==> src/bmprle_pkg.sv <==
// ============================================================================
// bmprle_pkg : shared types and constants of the BMP RLE run decoder
// Beat types, parse phases, controller/datapath command and status bundles.
// ============================================================================
`default_nettype none

package bmprle_pkg;

  // Largest supported image size in pixels
  localparam int MAX_WIDTH  = 4096;
  localparam int MAX_HEIGHT = 4096;

  // Field and internal widths
  localparam int DIM_W     = 13;          // configured width / height
  localparam int COL_W     = 12;          // column, always below the width
  localparam int RUN_W     = 25;          // run length and pixel position
  localparam int MOD_W     = 26;          // remainder unit dividend, even
  localparam int DY_W      = 8 + DIM_W;   // dy times width
  localparam int CFG_IDX_W = 2;

  localparam logic [DIM_W-1:0] MAX_W_DIM = DIM_W'(MAX_WIDTH);
  localparam logic [DIM_W-1:0] MAX_H_DIM = DIM_W'(MAX_HEIGHT);

  // Configuration register indexes
  localparam logic [CFG_IDX_W-1:0] CFG_RLE_MODE     = 2'd0;
  localparam logic [CFG_IDX_W-1:0] CFG_IMAGE_WIDTH  = 2'd1;
  localparam logic [CFG_IDX_W-1:0] CFG_IMAGE_HEIGHT = 2'd2;

  // Escape codes that follow a zero count byte
  localparam logic [7:0] ESC_EOL   = 8'd0;
  localparam logic [7:0] ESC_EOB   = 8'd1;
  localparam logic [7:0] ESC_DELTA = 8'd2;

  localparam logic [7:0] NIBBLE_MASK = 8'b0000_1111;

  typedef struct packed {
    logic [7:0] data_byte;
    logic       last_byte;
  } bmprle_in_t;

  typedef struct packed {
    logic [7:0]       first_index;
    logic [7:0]       second_index;
    logic [RUN_W-1:0] run_length;
    logic             image_done;
    logic             overrun;
  } bmprle_out_t;

  // Byte parser phase
  typedef enum logic [6:0] {
    PH_COUNT  = 7'b0000001,
    PH_SECOND = 7'b0000010,
    PH_DX     = 7'b0000100,
    PH_DY     = 7'b0001000,
    PH_ABS    = 7'b0010000,
    PH_PAD    = 7'b0100000,
    PH_DONE   = 7'b1000000
  } bmprle_phase_t;

  // Controller to datapath
  typedef struct packed {
    logic in_load;      // capture the accepted beat
    logic mod_start;    // start a remainder pass
    logic mod_src_run;  // dividend is column plus run length, else column
    logic col_load;     // take the remainder as the new column
    logic decode;       // parse the byte and build the run
    logic out_load;     // move the run into the output register
  } bmprle_cmd_t;

  // Datapath to controller
  typedef struct packed {
    logic mod_done;
    logic run_valid;
    logic last;
    logic out_free;
  } bmprle_status_t;

endpackage

`default_nettype wire

==> src/bmprle_mod.sv <==
// ============================================================================
// bmprle_mod : iterative remainder unit
// Restoring remainder by the image width, two dividend bits per cycle,
// with a short path, done in the cycle after start, when the dividend is already below the width.
// ============================================================================
`default_nettype none

module bmprle_mod
  import bmprle_pkg::*;
(
  input  logic             clk,
  input  logic             rst,
  input  logic             start,
  input  logic [MOD_W-1:0] dividend,
  input  logic [DIM_W-1:0] divisor,
  output logic             done,
  output logic [COL_W-1:0] remainder
);

  localparam int STEPS = MOD_W / 2;
  localparam int CNT_W = $clog2(STEPS);

  logic             busy;
  logic [CNT_W-1:0] cnt;
  logic [MOD_W-1:0] shreg;
  logic [DIM_W-1:0] rem;

  logic [DIM_W:0] r1_raw, r1, r2_raw, r2;
  logic [DIM_W:0] div_ext;

  assign div_ext = {1'b0, divisor};

  // Two restoring steps per cycle
  always_comb begin
    r1_raw = {rem, shreg[MOD_W-1]};
    r1     = (r1_raw >= div_ext) ? (r1_raw - div_ext) : r1_raw;
    r2_raw = {r1[DIM_W-1:0], shreg[MOD_W-2]};
    r2     = (r2_raw >= div_ext) ? (r2_raw - div_ext) : r2_raw;
  end

  always_ff @(posedge clk) begin
    if (rst) begin
      busy <= 1'b0;
      done <= 1'b0;
      cnt  <= '0;
    end else begin
      // Pulse done on the short path or on the last iteration
      done <= start ? (dividend < MOD_W'(divisor)) : (busy && cnt == '0);
      if (start) begin
        if (dividend < MOD_W'(divisor)) begin
          rem  <= dividend[DIM_W-1:0];
        end else begin
          busy  <= 1'b1;
          shreg <= dividend;
          rem   <= '0;
          cnt   <= CNT_W'(STEPS - 1);
        end
      end else if (busy) begin
        rem   <= r2[DIM_W-1:0];
        shreg <= {shreg[MOD_W-3:0], 2'b00};
        cnt   <= cnt - 1'b1;
        if (cnt == '0) begin
          busy <= 1'b0;
        end
      end
    end
  end

  assign remainder = rem[COL_W-1:0];

endmodule

`default_nettype wire

==> src/bmprle_datapath.sv <==
// ============================================================================
// bmprle_datapath : configuration, parser state, run builder, output register
// Parses one byte per decode command, clamps the run to the image and keeps
// the pixel position and column.
// ============================================================================
`default_nettype none

module bmprle_datapath
  import bmprle_pkg::*;
(
  input  logic                 clk,
  input  logic                 rst,
  input  logic                 cfg_write_en,
  input  logic [CFG_IDX_W-1:0] cfg_index,
  input  logic [DIM_W-1:0]     cfg_wdata,
  input  bmprle_in_t           in_data,
  input  logic                 out_ready,
  output logic                 out_valid,
  output bmprle_out_t          out_data,
  input  bmprle_cmd_t          cmd,
  output bmprle_status_t       status
);

  // Configuration
  logic             rle4;
  logic [DIM_W-1:0] width_cfg, height_cfg;
  logic [DIM_W-1:0] eff_w, eff_h;

  // Captured beat and products
  logic [7:0]       byte_q;
  logic             last_q;
  logic [RUN_W-1:0] total;
  logic [DY_W-1:0]  dy_prod;
  logic [2*DIM_W-1:0] area;

  // Parser state
  bmprle_phase_t    phase, phase_next;
  logic [7:0]       held_count, held_count_next;
  logic [7:0]       held_dx, held_dx_next;
  logic [7:0]       abs_left, abs_left_next;
  logic             pad_pending, pad_next;
  logic [RUN_W-1:0] pos;
  logic [COL_W-1:0] column;

  // Run built by the last decode
  logic             run_valid;
  logic [7:0]       run_a, run_b;
  logic [RUN_W-1:0] run_len;
  logic             run_end, run_over;

  // Decode logic
  logic [7:0]       idx_a, idx_b;
  logic [8:0]       byte_inc;
  logic             abs_pad;
  logic [7:0]       abs_step;
  logic             req_valid, end_bm;
  logic [RUN_W-1:0] req_len, left, clamp_len, pos_sum;
  logic             over;
  logic             run_ok;
  logic             run_pix;

  // Remainder unit
  logic [MOD_W-1:0] mod_dividend;
  logic             mod_done;
  logic [COL_W-1:0] mod_rem;

  always_ff @(posedge clk) begin
    if (rst) begin
      rle4       <= 1'b0;
      width_cfg  <= DIM_W'(1);
      height_cfg <= DIM_W'(1);
    end else if (cfg_write_en) begin
      unique case (cfg_index)
        CFG_RLE_MODE:     rle4       <= cfg_wdata[0];
        CFG_IMAGE_WIDTH:  width_cfg  <= cfg_wdata;
        CFG_IMAGE_HEIGHT: height_cfg <= cfg_wdata;
        default: ;
      endcase
    end
  end

  // Zero reads as one, oversize saturates
  assign eff_w = (width_cfg == '0) ? DIM_W'(1) :
                 (width_cfg > MAX_W_DIM) ? MAX_W_DIM : width_cfg;
  assign eff_h = (height_cfg == '0) ? DIM_W'(1) :
                 (height_cfg > MAX_H_DIM) ? MAX_H_DIM : height_cfg;
  assign area  = eff_w * eff_h;

  // Products track the registers every cycle; both settle before decode
  always_ff @(posedge clk) begin
    total   <= area[RUN_W-1:0];
    dy_prod <= {{DIM_W{1'b0}}, byte_q} * {8'b0, eff_w};
  end

  always_ff @(posedge clk) begin
    if (cmd.in_load) begin
      byte_q <= in_data.data_byte;
      last_q <= in_data.last_byte;
    end
  end

  assign idx_a    = rle4 ? {4'b0000, byte_q[7:4]} : byte_q;
  assign idx_b    = rle4 ? (byte_q & NIBBLE_MASK) : byte_q;
  assign byte_inc = {1'b0, byte_q} + 9'd1;
  // Literal byte count odd: pad byte follows
  assign abs_pad  = rle4 ? byte_inc[1] : byte_q[0];
  assign abs_step = (rle4 && abs_left >= 8'd2) ? 8'd2 : 8'd1;
  assign left     = (pos < total) ? (total - pos) : '0;
  // Encoded runs and literals carry the byte; escape fills carry index zero
  assign run_pix  = (phase == PH_ABS) || (phase == PH_SECOND && held_count != 8'd0);

  always_comb begin
    phase_next      = phase;
    held_count_next = held_count;
    held_dx_next    = held_dx;
    abs_left_next   = abs_left;
    pad_next        = pad_pending;
    req_valid       = 1'b0;
    req_len         = '0;
    end_bm          = 1'b0;
    unique case (phase)
      PH_COUNT: begin
        held_count_next = byte_q;
        phase_next      = PH_SECOND;
      end
      PH_SECOND: begin
        phase_next = PH_COUNT;
        if (held_count != 8'd0) begin
          req_valid = 1'b1;
          req_len   = RUN_W'(held_count);
        end else begin
          unique case (byte_q)
            ESC_EOL: begin
              if (column != '0) begin
                req_valid = 1'b1;
                req_len   = RUN_W'(eff_w - {1'b0, column});
              end
            end
            ESC_EOB: begin
              req_valid  = 1'b1;
              req_len    = left;
              end_bm     = 1'b1;
              phase_next = PH_DONE;
            end
            ESC_DELTA: phase_next = PH_DX;
            default: begin
              abs_left_next = byte_q;
              pad_next      = abs_pad;
              phase_next    = PH_ABS;
            end
          endcase
        end
      end
      PH_DX: begin
        held_dx_next = byte_q;
        phase_next   = PH_DY;
      end
      PH_DY: begin
        phase_next = PH_COUNT;
        req_valid  = 1'b1;
        req_len    = RUN_W'(dy_prod) + RUN_W'(held_dx);
      end
      PH_ABS: begin
        req_valid     = 1'b1;
        req_len       = RUN_W'(abs_step);
        abs_left_next = abs_left - abs_step;
        if (abs_left_next == 8'd0) begin
          phase_next = pad_pending ? PH_PAD : PH_COUNT;
          pad_next   = 1'b0;
        end
      end
      PH_PAD:  phase_next = PH_COUNT;
      PH_DONE: phase_next = PH_DONE;
      default: phase_next = PH_COUNT;
    endcase
  end

  // Clamp to the pixels left in the image
  assign over      = req_len > left;
  assign clamp_len = over ? left : req_len;
  assign run_ok    = req_valid && (clamp_len != '0);
  assign pos_sum   = pos + clamp_len;

  always_ff @(posedge clk) begin
    if (rst) begin
      phase       <= PH_COUNT;
      held_count  <= '0;
      held_dx     <= '0;
      abs_left    <= '0;
      pad_pending <= 1'b0;
      pos         <= '0;
      column      <= '0;
      run_valid   <= 1'b0;
    end else begin
      if (cmd.decode) begin
        run_valid <= run_ok;
        run_a     <= run_pix ? idx_a : 8'd0;
        run_b     <= run_pix ? idx_b : 8'd0;
        run_len   <= clamp_len;
        run_over  <= over;
        run_end   <= end_bm || (pos_sum >= total);
        if (last_q) begin
          // Stream end: drop partial pairs, restart at the first pixel
          phase       <= PH_COUNT;
          held_count  <= '0;
          held_dx     <= '0;
          abs_left    <= '0;
          pad_pending <= 1'b0;
          pos         <= '0;
          column      <= '0;
        end else begin
          phase       <= phase_next;
          held_count  <= held_count_next;
          held_dx     <= held_dx_next;
          abs_left    <= abs_left_next;
          pad_pending <= pad_next;
          if (run_ok) begin
            pos <= pos_sum;
          end
        end
      end else if (cmd.col_load) begin
        column <= mod_rem;
      end
    end
  end

  assign mod_dividend = cmd.mod_src_run ? (MOD_W'(column) + MOD_W'(run_len))
                                        : MOD_W'(column);

  bmprle_mod u_mod (
    .clk       (clk),
    .rst       (rst),
    .start     (cmd.mod_start),
    .dividend  (mod_dividend),
    .divisor   (eff_w),
    .done      (mod_done),
    .remainder (mod_rem)
  );

  // Output register
  always_ff @(posedge clk) begin
    if (rst) begin
      out_valid <= 1'b0;
    end else if (cmd.out_load) begin
      out_valid <= 1'b1;
    end else if (out_ready) begin
      out_valid <= 1'b0;
    end
  end

  always_ff @(posedge clk) begin
    if (cmd.out_load) begin
      out_data.first_index  <= run_a;
      out_data.second_index <= run_b;
      out_data.run_length   <= run_len;
      out_data.image_done   <= run_end;
      out_data.overrun      <= run_over;
    end
  end

  assign status.mod_done  = mod_done;
  assign status.run_valid = run_valid;
  assign status.last      = last_q;
  assign status.out_free  = !out_valid || out_ready;

endmodule

`default_nettype wire

==> src/bmprle_ctrl.sv <==
// ============================================================================
// bmprle_ctrl : sequencing state machine
// Steps each beat through column reduction and decode, then, when a run is
// produced, through result hand-off and, but for the last byte, column update.
// ============================================================================
`default_nettype none

module bmprle_ctrl
  import bmprle_pkg::*;
(
  input  logic           clk,
  input  logic           rst,
  input  logic           in_valid,
  output logic           in_ready,
  input  bmprle_status_t status,
  output bmprle_cmd_t    cmd
);

  typedef enum logic [5:0] {
    S_IDLE   = 6'b000001,
    S_RED    = 6'b000010,
    S_RWAIT  = 6'b000100,
    S_DECODE = 6'b001000,
    S_EMIT   = 6'b010000,
    S_CWAIT  = 6'b100000
  } ctrl_state_t;

  ctrl_state_t state, state_next;

  always_comb begin
    state_next = state;
    cmd        = '0;
    unique case (state)
      S_IDLE: begin
        if (in_valid) begin
          cmd.in_load = 1'b1;
          state_next  = S_RED;
        end
      end
      S_RED: begin
        // Bring the column below the current width
        cmd.mod_start = 1'b1;
        state_next    = S_RWAIT;
      end
      S_RWAIT: begin
        if (status.mod_done) begin
          cmd.col_load = 1'b1;
          state_next   = S_DECODE;
        end
      end
      S_DECODE: begin
        cmd.decode = 1'b1;
        state_next = S_EMIT;
      end
      S_EMIT: begin
        if (!status.run_valid) begin
          state_next = S_IDLE;
        end else if (status.out_free) begin
          cmd.out_load = 1'b1;
          if (status.last) begin
            state_next = S_IDLE;
          end else begin
            cmd.mod_start   = 1'b1;
            cmd.mod_src_run = 1'b1;
            state_next      = S_CWAIT;
          end
        end
      end
      S_CWAIT: begin
        if (status.mod_done) begin
          cmd.col_load = 1'b1;
          state_next   = S_IDLE;
        end
      end
      default: state_next = S_IDLE;
    endcase
  end

  always_ff @(posedge clk) begin
    if (rst) begin
      state <= S_IDLE;
    end else begin
      state <= state_next;
    end
  end

  assign in_ready = (state == S_IDLE);

endmodule

`default_nettype wire

==> src/bmp_rle_run_decoder_core.sv <==
// ============================================================================
// bmp_rle_run_decoder_core : BMP RLE8 / RLE4 run decoder
// Turns a compressed pixel byte stream into run beats: two alternating
// palette indices, a pixel count, image-done and overrun flags.
// ============================================================================
//
//   channel   direction  handshake            payload
//   --------  ---------  -------------------  ----------------------------------
//   in        sink       in_valid / in_ready  in_data  (data_byte, last_byte)
//   out       source     out_valid/out_ready  out_data (indices, run, flags)
//   cfg       sink       cfg_write_en only    cfg_index, cfg_wdata
//
// Sequence: the controller walks column reduction, decode, hand-off and
// column update one step at a time, skipping hand-off and column update
// when a beat gives no run.  The two column passes share one remainder
// unit; a pass whose dividend is not already below the width takes two
// dividend bits per cycle over 26 bits.
// Reset: synchronous; parser back to the count byte, position and column
// zero, width and height one, RLE8 mode, output empty.
// Stalls: a finished run waits in the output register while the next beat
// is taken; the controller holds only when a new run finds it still full.
// ============================================================================
`default_nettype none

module bmp_rle_run_decoder_core
  import bmprle_pkg::*;
(
  input  logic                 clk,
  input  logic                 rst,
  // Configuration writes
  input  logic                 cfg_write_en,
  input  logic [CFG_IDX_W-1:0] cfg_index,
  input  logic [DIM_W-1:0]     cfg_wdata,
  // Byte stream
  input  logic                 in_valid,
  output logic                 in_ready,
  input  bmprle_in_t           in_data,
  // Run stream
  output logic                 out_valid,
  input  logic                 out_ready,
  output bmprle_out_t          out_data
);

  bmprle_cmd_t    cmd;
  bmprle_status_t status;

  // Sequencing: one beat at a time through the datapath
  bmprle_ctrl u_ctrl (
    .clk      (clk),
    .rst      (rst),
    .in_valid (in_valid),
    .in_ready (in_ready),
    .status   (status),
    .cmd      (cmd)
  );

  // Parser, run clamp, position/column tracking and output register
  bmprle_datapath u_datapath (
    .clk          (clk),
    .rst          (rst),
    .cfg_write_en (cfg_write_en),
    .cfg_index    (cfg_index),
    .cfg_wdata    (cfg_wdata),
    .in_data      (in_data),
    .out_ready    (out_ready),
    .out_valid    (out_valid),
    .out_data     (out_data),
    .cmd          (cmd),
    .status       (status)
  );

endmodule

`default_nettype wire

==> config.mk <==
export PLATFORM = sky130hd
export DESIGN_NAME = bmp_rle_run_decoder_core
export DESIGN_NICKNAME = d
export VERILOG_FILES = /design/src/bmprle_pkg.sv /design/src/bmprle_mod.sv /design/src/bmprle_datapath.sv /design/src/bmprle_ctrl.sv /design/src/bmp_rle_run_decoder_core.sv
export SDC_FILE = /design/constraint.sdc
export NUM_CORES = 1
export LEC_CHECK = 0
export BUFFER_PORTS_ARGS = -buffer_cell sky130_fd_sc_hd__buf_2
export CORE_MARGIN = 8
export CORE_UTILIZATION = 40
export DETAILED_ROUTE_END_ITERATION = 10
export PLACE_DENSITY_LB_ADDON = 0.1
export SLEW_MARGIN = 20
export SYNTH_ARGS = -nofsm -noshare
export SYNTH_HDL_FRONTEND = slang
export SYNTH_SLANG_ARGS = --single-unit
==> constraint.sdc <==
create_clock -name clk -period 10 [get_ports clk]
set_input_delay 1.5 -clock clk [delete_from_list [all_inputs] [get_ports clk]]
set_output_delay 1.5 -clock clk [all_outputs]
set_load 0.01 [all_outputs]
# Word level (Yosys, flattened, before mapping)
# Index checks and enable logic that the tools add are counted.
[totals]
out_inout_bits = 45
elab_cells = 207
reg_bits = 286
in_bits = 29
[op_classes]
n_reduce_logical = 43
n_eq_ne = 25
n_addsub = 10
bitwise = 2
order_cmp = 9
mux = 83
n_mul = 2
[ops]
columns = ["operator", "count"]
rows = [
  ["25-bit two-way mux", 6],
  ["13-bit two-way mux", 9],
  ["26-bit two-way mux", 4],
  ["25-bit one-hot mux with 3 select lines", 1],
  ["8-bit two-way mux", 7],
  ["25-bit one-hot mux with 2 select lines", 1],
  ["6-bit two-way mux", 7],
  ["12-bit two-way mux", 3],
  ["6-bit one-hot mux with 6 select lines", 1],
  ["7-bit one-hot mux with 5 select lines", 1],
  ["14-bit by 13-bit >= comparator with 1-bit output", 2],
  ["12-bit by 25-bit adder with 26-bit output", 1],
  ["13-bit greater-than comparator (second input constant)", 2],
  ["13-bit logical NOT", 2],
  ["26-bit by 13-bit less-than comparator with 1-bit output", 1],
  ["1-bit two-way mux", 26],
  ["13-bit subtractor", 2],
  ["25-bit adder", 1],
  ["25-bit >= comparator", 1],
  ["25-bit greater-than comparator", 1],
  ["25-bit less-than comparator", 1],
  ["13-bit by 13-bit multiplier with 25-bit output", 1],
  ["25-bit nonzero test", 1],
  ["25-bit subtractor", 1],
  ["other kinds (50)", 91],
]

# Depth between registers and ports, before layout
# Gate-level depths: netlist of the first run.
[logic_depth]
ltp_word = 14
depth_mapped = 49
ltp_nobuf = 47

# By module
# A second synthesis of the first run with hierarchy kept.
[unflattened]
cells_unflattened = 3100
hier_area_um2 = 27278.7
[by_module_without_submodules]
columns = ["module", "seq_area_each_um2", "cells_each", "area_per_inst_um2", "n_inst"]
rows = [
  ["bmprle_datapath", 5495.3, 2672, 23065.9, 1],
  ["bmprle_mod", 1291.2, 380, 3786.1, 1],
  ["bmprle_ctrl", 120.1, 48, 426.7, 1],
]

# Worst setup path after synthesis of the first run
# No wires, ideal clock.
[synth_path]
kind = "register -> register"
startpoint = "register u_datapath.width_cfg[12]"
endpoint = "register u_datapath.run_end, data pin"
path_stages_with_launch = 46
required_time_ns = 9.744
arrival_ns = 8.530
period_less_slack_ns = 8.785
setup_slack_ns = 1.215
path_buffers = 5
setup_time_ns = 0.256
path_cell_list = "dfxtp_1 > clkbuf_1 > clkbuf_1 > nor2b_1 > clkbuf_1 > fa_1 > a211oi_1 > o21ai_0 > a41o_1 > a21o_1 > a21oi_1 > xnor2_1 > nor2_1 > a21oi_1 > o22ai_1 > ha_1 > nand3_1 > nor4_2 > [... 10 more ...] > a21oi_1 > o21a_1 > o21ai_0 > a41oi_1 > a211oi_1 > o31ai_1 > nand2b_1 > nand2b_1 > a21oi_1 > xnor2_1 > ha_1 > nand4_1 > nor4_1 > o21ai_0 > nand2_1 > nor3_1 > o21ai_0 > a31o_2"
[synth_via]
elab_chain_cells = 13
word_cells_on_any_way = 14
classes_between = "add/sub (2); order compare (3); mux (7); reduce/logical (2)"
[synth_lines]
columns = ["item", "line_no", "rtl"]
rows = [
  ["from (decl)", "bmprle_datapath.sv:26", "logic [DIM_W-1:0] width_cfg, height_cfg;"],
  ["from (signal assigned)", "bmprle_datapath.sv:75", "CFG_IMAGE_WIDTH: width_cfg <= cfg_wdata;"],
  ["13-bit greater-than comparator", "bmprle_datapath.sv:84", "(width_cfg > MAX_W_DIM) ? MAX_W_DIM : width_cfg;"],
  ["13-bit two-way mux", "bmprle_datapath.sv:84", ""],
  ["13-bit two-way mux *", "bmprle_datapath.sv:83", "assign eff_w = (width_cfg == '0) ? DIM_W'(1) :"],
  ["13-bit by 12-bit subtractor with 14-bit output *", "bmprle_datapath.sv:136", "req_len = RUN_W'(eff_w - {1'b0, column});"],
  ["25-bit two-way mux *", "bmprle_datapath.sv:134", "if (column != '0) begin"],
  ["25-bit one-hot mux with 2 select lines *", "bmprle_datapath.sv:132", "unique case (byte_q)"],
  ["25-bit two-way mux *", "bmprle_datapath.sv:128", "if (held_count != 8'd0) begin"],
  ["25-bit one-hot mux with 3 select lines *", "bmprle_datapath.sv:121", "unique case (phase)"],
  ["25-bit greater-than comparator", "bmprle_datapath.sv:179", "assign over = req_len > left;"],
  ["25-bit two-way mux *", "bmprle_datapath.sv:180", "assign clamp_len = over ? left : req_len;"],
  ["named net u_datapath.clamp_len[1]", "bmprle_datapath.sv:57", "logic [RUN_W-1:0] req_len, left, clamp_len, pos_sum;"],
  ["25-bit adder *", "bmprle_datapath.sv:182", "assign pos_sum = pos + clamp_len;"],
  ["25-bit >= comparator *", "bmprle_datapath.sv:201", "run_end <= end_bm || (pos_sum >= total);"],
  ["1-bit logical OR *", "bmprle_datapath.sv:201", ""],
  ["to (signal assigned)", "bmprle_datapath.sv:201", ""],
  ["to (decl)", "bmprle_datapath.sv:49", "logic run_end, run_over;"],
]
# The timed path passes the listed nets; every way through them passes the cells marked *.
# A chain may end at the register's enable or synchronous reset.

# Worst setup path in the final report of the first run
[layout_path]
startpoint = "register u_datapath.width_cfg[9]"
endpoint = "register u_datapath.run_end, data pin"
# Same word-level chain as after synthesis.

==> flow_results.org, run 1 <==
** Timing
- The worst path uses 94.1% of the clock period.
- Worst hold slack :: 422 ps
- Worst setup skew after layout :: 18.6 ps
- Relative slew margins :: 28.8%
- At the pin with the least slew margin, the transition time is 1070 ps.
- Finish-stage setup viols :: 0
- F_max :: 106 MHz
- Fin. Hold Viols :: 0
- Slew Viols, Final :: 0
- Minimum clock period after layout :: 9410 ps

** Synthesis
- Post-Synthesis Cell Area :: 0.0271 mm²
- Number of instances in the synthesized netlist :: approximately 3100
- The synthesized design contains 282 register bits.
- Proportion of synthesized chip area in sequential cells :: 25.5%
- Of all flip-flops after synthesis, the portion carrying an async set or reset was 0%.
- For this run, the number of Yosys warnings is 0.
- Synthesis instantiated 97 different standard cells from the library.
- Post-Syn Area per Cell :: about 8.6 µm²
- Most used flip-flop cell after synthesis :: sky130_fd_sc_hd__dfxtp_1
- Number of nets produced by synthesis :: 3643
- The synthesized design contains between 100 and 150 enable-type register cells.

** Pwr
- Comb pwr share :: 31.0%
- Clock network power share :: 35.5%
- Switch Pwr :: about 0.0014 W
- In this run the static leakage power is approximately 14 nW.
- Areal power density over the cells :: 133 mW/mm²
- Sequential group share of total power :: between 30% and 40%
- Net switching fraction of the power :: 35.4%
- The worst-case IR drop observed on VDD is 0.0000987 V.
- The completed layout was analyzed and its total power is ~0.0040 W.
- Internal power component :: between 0.002 and 0.003 W

** Worst hold path
- Sink of the worst hold path :: u_datapath.out_data[33]
- Hold Path Stages :: 0
- The startpoint identified for the worst hold timing path is u_datapath.run_a[6].
- The min-delay analysis places its worst path in the category flop to flop.

** Detailed routing
- Dividing the detail-routed wire length by the instance count gives roughly 22 µm.
- After detailed routing, the number of remaining DRC violations is 0.
- The first TritonRoute pass finished after 8 iterations.
- Vias after detailed routing :: 22987
- The first routing iteration left around 1600 violations.
- Routed Wire Length :: between 90000 and 100000 µm
- Drt via density :: about 5.6
- Once detail routing completed, the nets flagged for antenna violations numbered 0.

** Die
- The floorplan step defined a die boundary enclosing 0.0763 mm².
- Measured along the y axis, the die boundary spans approximately 280 µm.
- Number of top-level pins :: 74
- Die width :: 276 µm
- The core region is 0.0672 mm².
- The initialized floorplan defines 95 standard-cell rows.
- Starting density of the core :: 40.3%

** Cells and area
- Signed area change from the synthesized netlist to the final layout :: 10.2%
- Share of final-layout standard cells stronger than drive strength 1 :: 8.53%
- In the final layout, flip-flops and latches occupy approximately 0.0069 mm².
- Antenna diode count :: 0
- Area taken by multi-input logic gates :: 0.0184 mm²
- Fill cells in the final layout number roughly 6600.
- Cells fill 44.4% of the core in the end.
- Final Net Count :: 3692

** Setup path
- The number of buffers and inverters on the critical path is 4.
- The critical path in this run is classified as flop to flop.
- STA classifies the critical path startpoint as a flop.
- The startpoint identified for the worst register-to-register timing path is u_datapath.width_cfg[9].
- Among all stages on the critical path, the largest delay is contributed by sky130_fd_sc_hd__fa_1.
- In this run the worst path has a maximum fanout of 16.
- Library cell appearing most often on the critical path :: sky130_fd_sc_hd__a21oi_1
- Endpoint arrival time on the critical path :: 9730 ps
- Endpoint of the most critical register-to-register path :: u_datapath.run_end
- Path depth of the worst reg2reg path :: 43
- At the worst endpoint, the required time is 10320 ps.
- The worst setup path is captured at a flop.
- Worst stage delay on the critical path :: 420 ps
- Setup slack on the worst flop-to-flop path :: 590 ps
- The kind of cell with the highest combined delay along the critical path is compound AO/OA/AOI/OAI gates.

** Clocking
- Clock-pin slew was measured on the worst setup and hold paths at 60 ps.
- Later-pin clock latency in the skew report :: 570 ps
- Clock tree synthesis found a total of 282 sinks.
- Counting along the longest clock path gives a buffer depth of 3.
- TritonCTS created 38 clock buffers.
- Number of buffers inserted by hold repair at cts :: 0
- The root buffer cell chosen for the clock tree is sky130_fd_sc_hd__clkbuf_16.
- TritonCTS built the clock tree.
- H-tree depth reported by CTS :: 2

** Placement
- Routability congestion estimate :: 0.994
- Placed wire-length estimate :: 73200 µm
- Buffers on Ports :: 73

** Global routing
- The total overflow left after global routing is 0.
- Number of antenna violations at the first check in global routing :: 3
- The first global-routing pass estimated 140000 µm of wire.
- The number of global-route vias before repair came to 23339.
- Maximum number of pins on one net before global-route repair :: 46
- Total track usage :: 23.4%

** Run status
- The run finished with clean final reports.

** Job
- Max-cap violations in this run came to 0.
==> metal layers <==
| metal | routed length (µm) | share of wire [%] | track usage [%] | up-vias |
|---|---|---|---|---|
| li1 | - | - | - | 10830 |
| met1 | 41400 | 45 | 31.4 | 11325 |
| met5 | 0 | 0 | 0 | - |
| met3 | 4210 | 4.6 | 2.71 | 161 |
| met2 | 42300 | 46 | 38.8 | 671 |
| met4 | 3560 | 3.9 | 8.09 | 0 |
==> cell type report <==
cell class | count | share of cell area [%]
clock buffer | 48 | 3.48
clock inverter | 20 | 0.755
inverter | 344 | 4.33
multi-input combinational | 2375 | 61.7
sequential | 282 | 23.1
tap | 873 | 3.66
timing repair buffer | 143 | 2.98
==> kinds of logic (layout without fill, tap and decap cells) <==
family / Yosys count / in the layout / share of synthesized area (%)
compound gates: 659 / 659 / 16.0
xor+xnor: 149 / 149 / 4.82
fa+ha+maj: 479 / 479 / 27.5
buf+inv: 478 / 555 / 6.92
flops: 282 / 282 / 25.5
mux: 20 / 20 / 0.767
simple gates: 1068 / 1068 / 18.5
==> registers in the layout, summed over array words and instances, names as in the netlist, 13 cells and up <==
register / count
u_datapath.width_cfg: 13
u_datapath.height_cfg: 13
u_datapath.dy_prod: 21
u_datapath.out_data: 39
u_datapath.u_mod.shreg: 26
u_datapath.pos: 25
u_datapath.run_len: 25
u_datapath.total: 25
u_datapath.u_mod.rem: 13
==> cells in the final DEF (no fill, tap or decap), drive strengths merged, types with 36 or more instances in the layout <==
cell type,netlist,final
o21ai,138,138
nor2b,47,47
buf,32,143
and2,73,73
a21oi,195,195
xnor2,96,96
dfxtp,156,156
nor3,53,53
inv,343,343
a21o,58,58
nand2,388,388
nor2,272,272
nand3,60,60
a22oi,36,36
edfxtp,126,126
xor2,53,53
fa,194,194
ha,285,285
clkbuf,102,48
==> synth_stat cells, types with 19 or more instances <==
cell type	instances	area, µm²
sky130_fd_sc_hd__o21a_1	29	218
sky130_fd_sc_hd__nand2b_1	31	194
sky130_fd_sc_hd__a22o_1	27	236
sky130_fd_sc_hd__and3_1	19	119
sky130_fd_sc_hd__dfxtp_1	156	3120
sky130_fd_sc_hd__xnor2_1	96	841
sky130_fd_sc_hd__edfxtp_1	126	3780
sky130_fd_sc_hd__xor2_1	53	464
sky130_fd_sc_hd__nor2_1	272	1020
sky130_fd_sc_hd__ha_1	285	3570
sky130_fd_sc_hd__nor3_1	52	260
sky130_fd_sc_hd__nor2b_1	47	294
sky130_fd_sc_hd__nand4_1	33	206
sky130_fd_sc_hd__nor4_1	20	125
sky130_fd_sc_hd__inv_1	341	1280
sky130_fd_sc_hd__nand3_1	59	295
sky130_fd_sc_hd__a22oi_1	36	270
sky130_fd_sc_hd__a21oi_1	191	956
sky130_fd_sc_hd__clkbuf_1	101	379
sky130_fd_sc_hd__and2_1	70	438
sky130_fd_sc_hd__o21ai_0	118	591
sky130_fd_sc_hd__a21o_1	58	435
sky130_fd_sc_hd__nand2_1	388	1460
sky130_fd_sc_hd__fa_1	194	3880
sky130_fd_sc_hd__o21ai_1	19	95.1
==> worst max-delay path by stage <==
stage,startpoint,to,slack [ps],cells past startpoint
after floorplan,u_datapath.width_cfg[12],u_datapath.run_end,1210,45
after global placement,u_datapath.width_cfg[4],u_datapath.run_end,590,44
after detailed placement,u_datapath.width_cfg[6],u_datapath.run_end,360,43
after CTS,u_datapath.width_cfg[4],u_datapath.run_end,330,43
after global routing,u_datapath.width_cfg[9],u_datapath.run_end,-6,44
final,u_datapath.width_cfg[9],u_datapath.run_end,590,43
==> through the flow <==
stage | instances | area [µm²] | TNS [ps] | setup WS [ps]
after detailed placement | 4017 | 28500 | 0 | 363
after CTS | 4085 | 29800 | 0 | 330
after floorplan | 3135 | 27100 | 0 | 1210
after global placement | 4017 | 28500 | 0 | 592
after global routing | 4085 | 29800 | -6.20 | -6.20
final | 4085 | 29800 | 0 | 592
==> what timing repair did <==
| action | in CTS | in global routing |
|---|---|---|
| resized for setup | 0 | 9 |
| setup buffers | 0 | 0 |
| setup endpoints to repair | 0 | 1 |
==> power by group through the flow <==
stage / clock network [W] / logic (W) / registers [W]
floorplan: 0 / 0.000833 / 0.00133
global placement: 0 / 0.00121 / 0.00135
detailed placement: 0 / 0.00121 / 0.00135
CTS: 0.00144 / 0.00121 / 0.00133
global route: 0.00149 / 0.00135 / 0.00133
finish: 0.00141 / 0.00123 / 0.00133
==> worst reg2reg max path: cells and delay by family (launching register included) <==
kind,cells,cell delay (ps)
AO/OA/AOI/OAI,23,5030
adder cells (fa/ha/maj),5,1610
AND/OR/NAND/NOR,9,1090
buffers and inverters,4,590
XOR/XNOR,2,520
flip-flops,1,360
Power figures use the tool's default switching activity.
==> run 2, diff against run 1 <==
--- a/config.mk
+++ b/config.mk
@@ -5,10 +5,12 @@
 export SDC_FILE = /design/constraint.sdc
 export NUM_CORES = 1
 export LEC_CHECK = 0
-export BUFFER_PORTS_ARGS = -buffer_cell sky130_fd_sc_hd__buf_2
 export CORE_MARGIN = 8
 export CORE_UTILIZATION = 40
+export CTS_BUF_LIST = sky130_fd_sc_hd__clkbuf_16
 export DETAILED_ROUTE_END_ITERATION = 10
+export DONT_BUFFER_PORTS = 1
+export GPL_TIMING_DRIVEN = 0
 export PLACE_DENSITY_LB_ADDON = 0.1
 export SLEW_MARGIN = 20
 export SYNTH_ARGS = -nofsm -noshare
==> run 2 against run 1 <==
Compared with the run above: sequential power about the same; register-to-register slack about the same; cell count about the same; clock skew increased by 27 ps; sequential share of layout area increased by 0.097 points; routed wire length increased by 0.54%; largest power group is now registers; die area unchanged; highest routed layer is now met5; cell area decreased by 0.34%; via count about the same; worst setup slack got worse by 13 ps; maximum frequency decreased by 0.14%; critical path depth increased by 3.
==> flow_results.org, run 2 (synthesis results as in run 1) <==
** Cells and area
- The final-stage net count came to 3693 (+0.027%).
- Layout filler cell count :: 6654 (+0.96%)
- Signed area change from the synthesized netlist to the final layout :: 9.83%
- Ranked by flip-flop count, first place goes to u_datapath.out_data.
- In the layout the commonest cells are sky130_fd_sc_hd__nand2_1, sky130_fd_sc_hd__inv_1, sky130_fd_sc_hd__ha_1.
- In the final layout, the registers with the most flip-flops are u_datapath.out_data x39, u_datapath.u_mod.shreg x26.
- Number of flip-flops in the largest register :: 39 (unchanged)
- Leaving out fill and tap cells, the most frequent cell in the layout is sky130_fd_sc_hd__nand2_1.
- Share of final-layout standard cells stronger than drive strength 1 :: 6.32% (-2.2 points)

** Timing
- The clock skew came to 45.4 ps (+26.8 ps).
- Relative slew margins :: 23.8% (-5.1 points)
- The number of hold violations in the final report came to 0 (unchanged).
- Share of the clock period used by the worst path :: 94.2% (+0.13 points)
- The setup TNS is 0 ps (unchanged).
- The shortest clock period the worst path allows after layout is 9420 ps (+13.1 ps).
- Finish-stage setup viols :: 0 (unchanged)
- F_max :: 106 MHz (-0.14%)
- The number of pins with negative max-slew slack in the final report came to 0 (unchanged).
- Setup repair after global routing left no endpoint under its margin.
- Worst-Margin Slew :: 1130 ps (+67.6 ps)

** Clocking
- H-tree depth reported by CTS :: 2 (unchanged)
- The number of CTS-inserted buffers is 36 (-5.3%).
- Maximum clock insertion buffer count :: 3 (unchanged)
- TritonCTS built the clock tree.
- Later-pin clock latency in the skew report :: 570 ps (about the same)
- Worst-path clk slew :: 60 ps (about the same)
- Count of clock tree sinks :: 282 (unchanged)
- The root buffer cell chosen for the clock tree is sky130_fd_sc_hd__clkbuf_16.

** Placement
- The half-perimeter wire length after placement came to 74600 µm (+1.9%).
- Buffers on Ports :: 0 (-100%)
- Routability congestion estimate :: 0.937 (-5.7%)

** Setup path
- Worst stage delay on the critical path :: 490 ps (+70 ps)
- Worst EP required :: 10430 ps (+110 ps)
- Critical path start-end classification :: flop to flop
- STA classifies the critical path endpoint as a flop.
- Endpoint arrival time on the critical path :: 9850 ps (+120 ps)
- The worst setup path is launched from a flop.
- By instance count, the cell type seen most on the critical path is sky130_fd_sc_hd__o21ai_0.
- The largest individual stage delay along the critical path comes from the cell sky130_fd_sc_hd__o41a_2.
- Peak fanout along the critical path :: 10 (-6)

** Pwr
- The total power density per cell area is 128 mW/mm² (-3.4%).
- The total power after layout came to 0.00382 W (-3.7%).
- Peak supply drop :: 0.0000986 V (about the same)
- Leakage power :: 13.3 nW (-1.8%)

** Job
- The number of violations of the max-capacitance limit is 0 (unchanged).

** Global routing
- The number of global-route vias before repair was 22955 (-1.6%).
- The overall overflow remaining after global route came to 0 (unchanged).
- Global-route wire length before repair :: 140000 µm (-0.52%)
- The global routing usage on met3 came to 3.15% (+0.44 points).
- The layer flagged by global routing as most heavily used is met2.
- Total track usage :: 23.3% (-0.032 points)
- The initial antenna violation count was 6 (+3).
- GR Util met1 :: 31.4% (+0.041 points)
- The met2 capacity usage during global routing was 38.6% (-0.17 points).
- The maximum number of pins on one net before global-route repair was 23 (-50%).

** Detailed routing
- The wire length after detailed routing was 92000 µm (+0.54%).
- The detail-routed via count per cell is 5.62 (about the same).
- Vias after detailed routing :: 22998 (+0.048%)
- Drt drc :: 0 (unchanged)
- Average wire per standard cell :: 22.5 µm (+0.44%)
- The count of TritonRoute iterations in the first routing pass came to 8 (unchanged).
- The count of antenna-violating nets left after detailed routing was 0 (unchanged).
- The DRC violation total after the first TritonRoute iteration came to 1696 (+8.7%).

** Worst hold path
- The min-delay analysis places its worst path in the category flop to flop.

** Die
- The initial cell density of the core was 40.3% (unchanged).
- The width of the chip came to 276 µm (unchanged).
- Number of top-level pins :: 74 (unchanged)
- Vertical extent of the die :: 276 µm (unchanged)
- Floorplan row count :: 95 (unchanged)
- The floorplan die area came to 0.0763 mm² (unchanged).
- The core area came to 0.0672 mm² (unchanged).

** Run status
- Status :: finished clean
[run 2: cell types whose count changed in the layout (fill, tap and decap cells not counted), moves of 4 or more]
cell                       previous run  this run
sky130_fd_sc_hd__buf_4               70        22
sky130_fd_sc_hd__clkinv_2            10         5
sky130_fd_sc_hd__clkinv_1             3         8
sky130_fd_sc_hd__buf_2               73        18
sky130_fd_sc_hd__buf_6                0         7
sky130_fd_sc_hd__inv_6                0         4
sky130_fd_sc_hd__clkbuf_1             6        81
sky130_fd_sc_hd__inv_1              341       346
sky130_fd_sc_hd__clkbuf_2             0        11
[run 2: repair_timing]
action                                  in CTS  in global routing
setup buffers                                4                  8
pin swaps                                    2                  7
gates resized for setup                     44                 43
hold buffers                                 0                  0
endpoints found under the setup margin      14                  1
[run 2: layout make-up]
class	count	area (µm²)	area share, %
antenna	3	7.51	0.0252
buffer	130	624	2.10
clock buffer	38	951	3.20
clock inverter	28	170	0.572
inverter	344	1300	4.37
multi-input combinational	2375	18500	62.3
sequential	282	6910	23.2
tap	873	1090	3.67
timing repair buffer	16	156	0.526
[run 2: path summary, 6_finish.rpt]
check | from | to | slack (ps) | cells past startpoint
setup / recovery | u_datapath.total[0] | u_datapath.run_end | 580 | 46
hold reg to reg | u_datapath.run_b[3] | u_datapath.out_data[30] | 420 | 0
setup reg to reg | u_datapath.total[0] | u_datapath.run_end | 580 | 46
hold / removal | u_datapath.run_b[3] | u_datapath.out_data[30] | 420 | 0
[run 2: routing by layer]
| layer | wire length [µm] | part of all wire [%] |
|---|---|---|
| met3 | 5260 | 5.7 |
| met4 | 2990 | 3.2 |
| met5 | 13 | 0.014 |
| met1 | 41400 | 45 |
| met2 | 42300 | 46 |
[run 2: stage by stage]
step	hold WS, ps	instance area [µm²]	utilization (%)	std cells	worst slack [ps]
2_1_floorplan	400	27100	-	3135	1210
3_3_place_gp	403	28200	42.0	4008	-1960
3_5_place_dp	406	28300	42.1	4012	-2020
4_1_cts	419	29500	44.0	4080	0.355
5_1_grt	428	29700	44.3	4088	3.56
6_report	420	29700	44.3	4089	579
[run 2: worst max-delay path, delay by kind of cell (launching register included)]
family                   cells  cell delay, ps
buffers and inverters        8            1050
XOR/XNOR                     3             670
AND/OR/NAND/NOR              9            1350
adder cells (fa/ha/maj)      6            1660
flip-flops                   1             470
AO/OA/AOI/OAI               20            4040
[run 2: report_power, final]
group	switching, W	leakage, nW	internal (W)
clock	0.000537	0.582	0.000717
combinational	0.000792	10.3	0.000437
sequential	0.0000540	2.42	0.00128
total	0.00138	13.3	0.00243
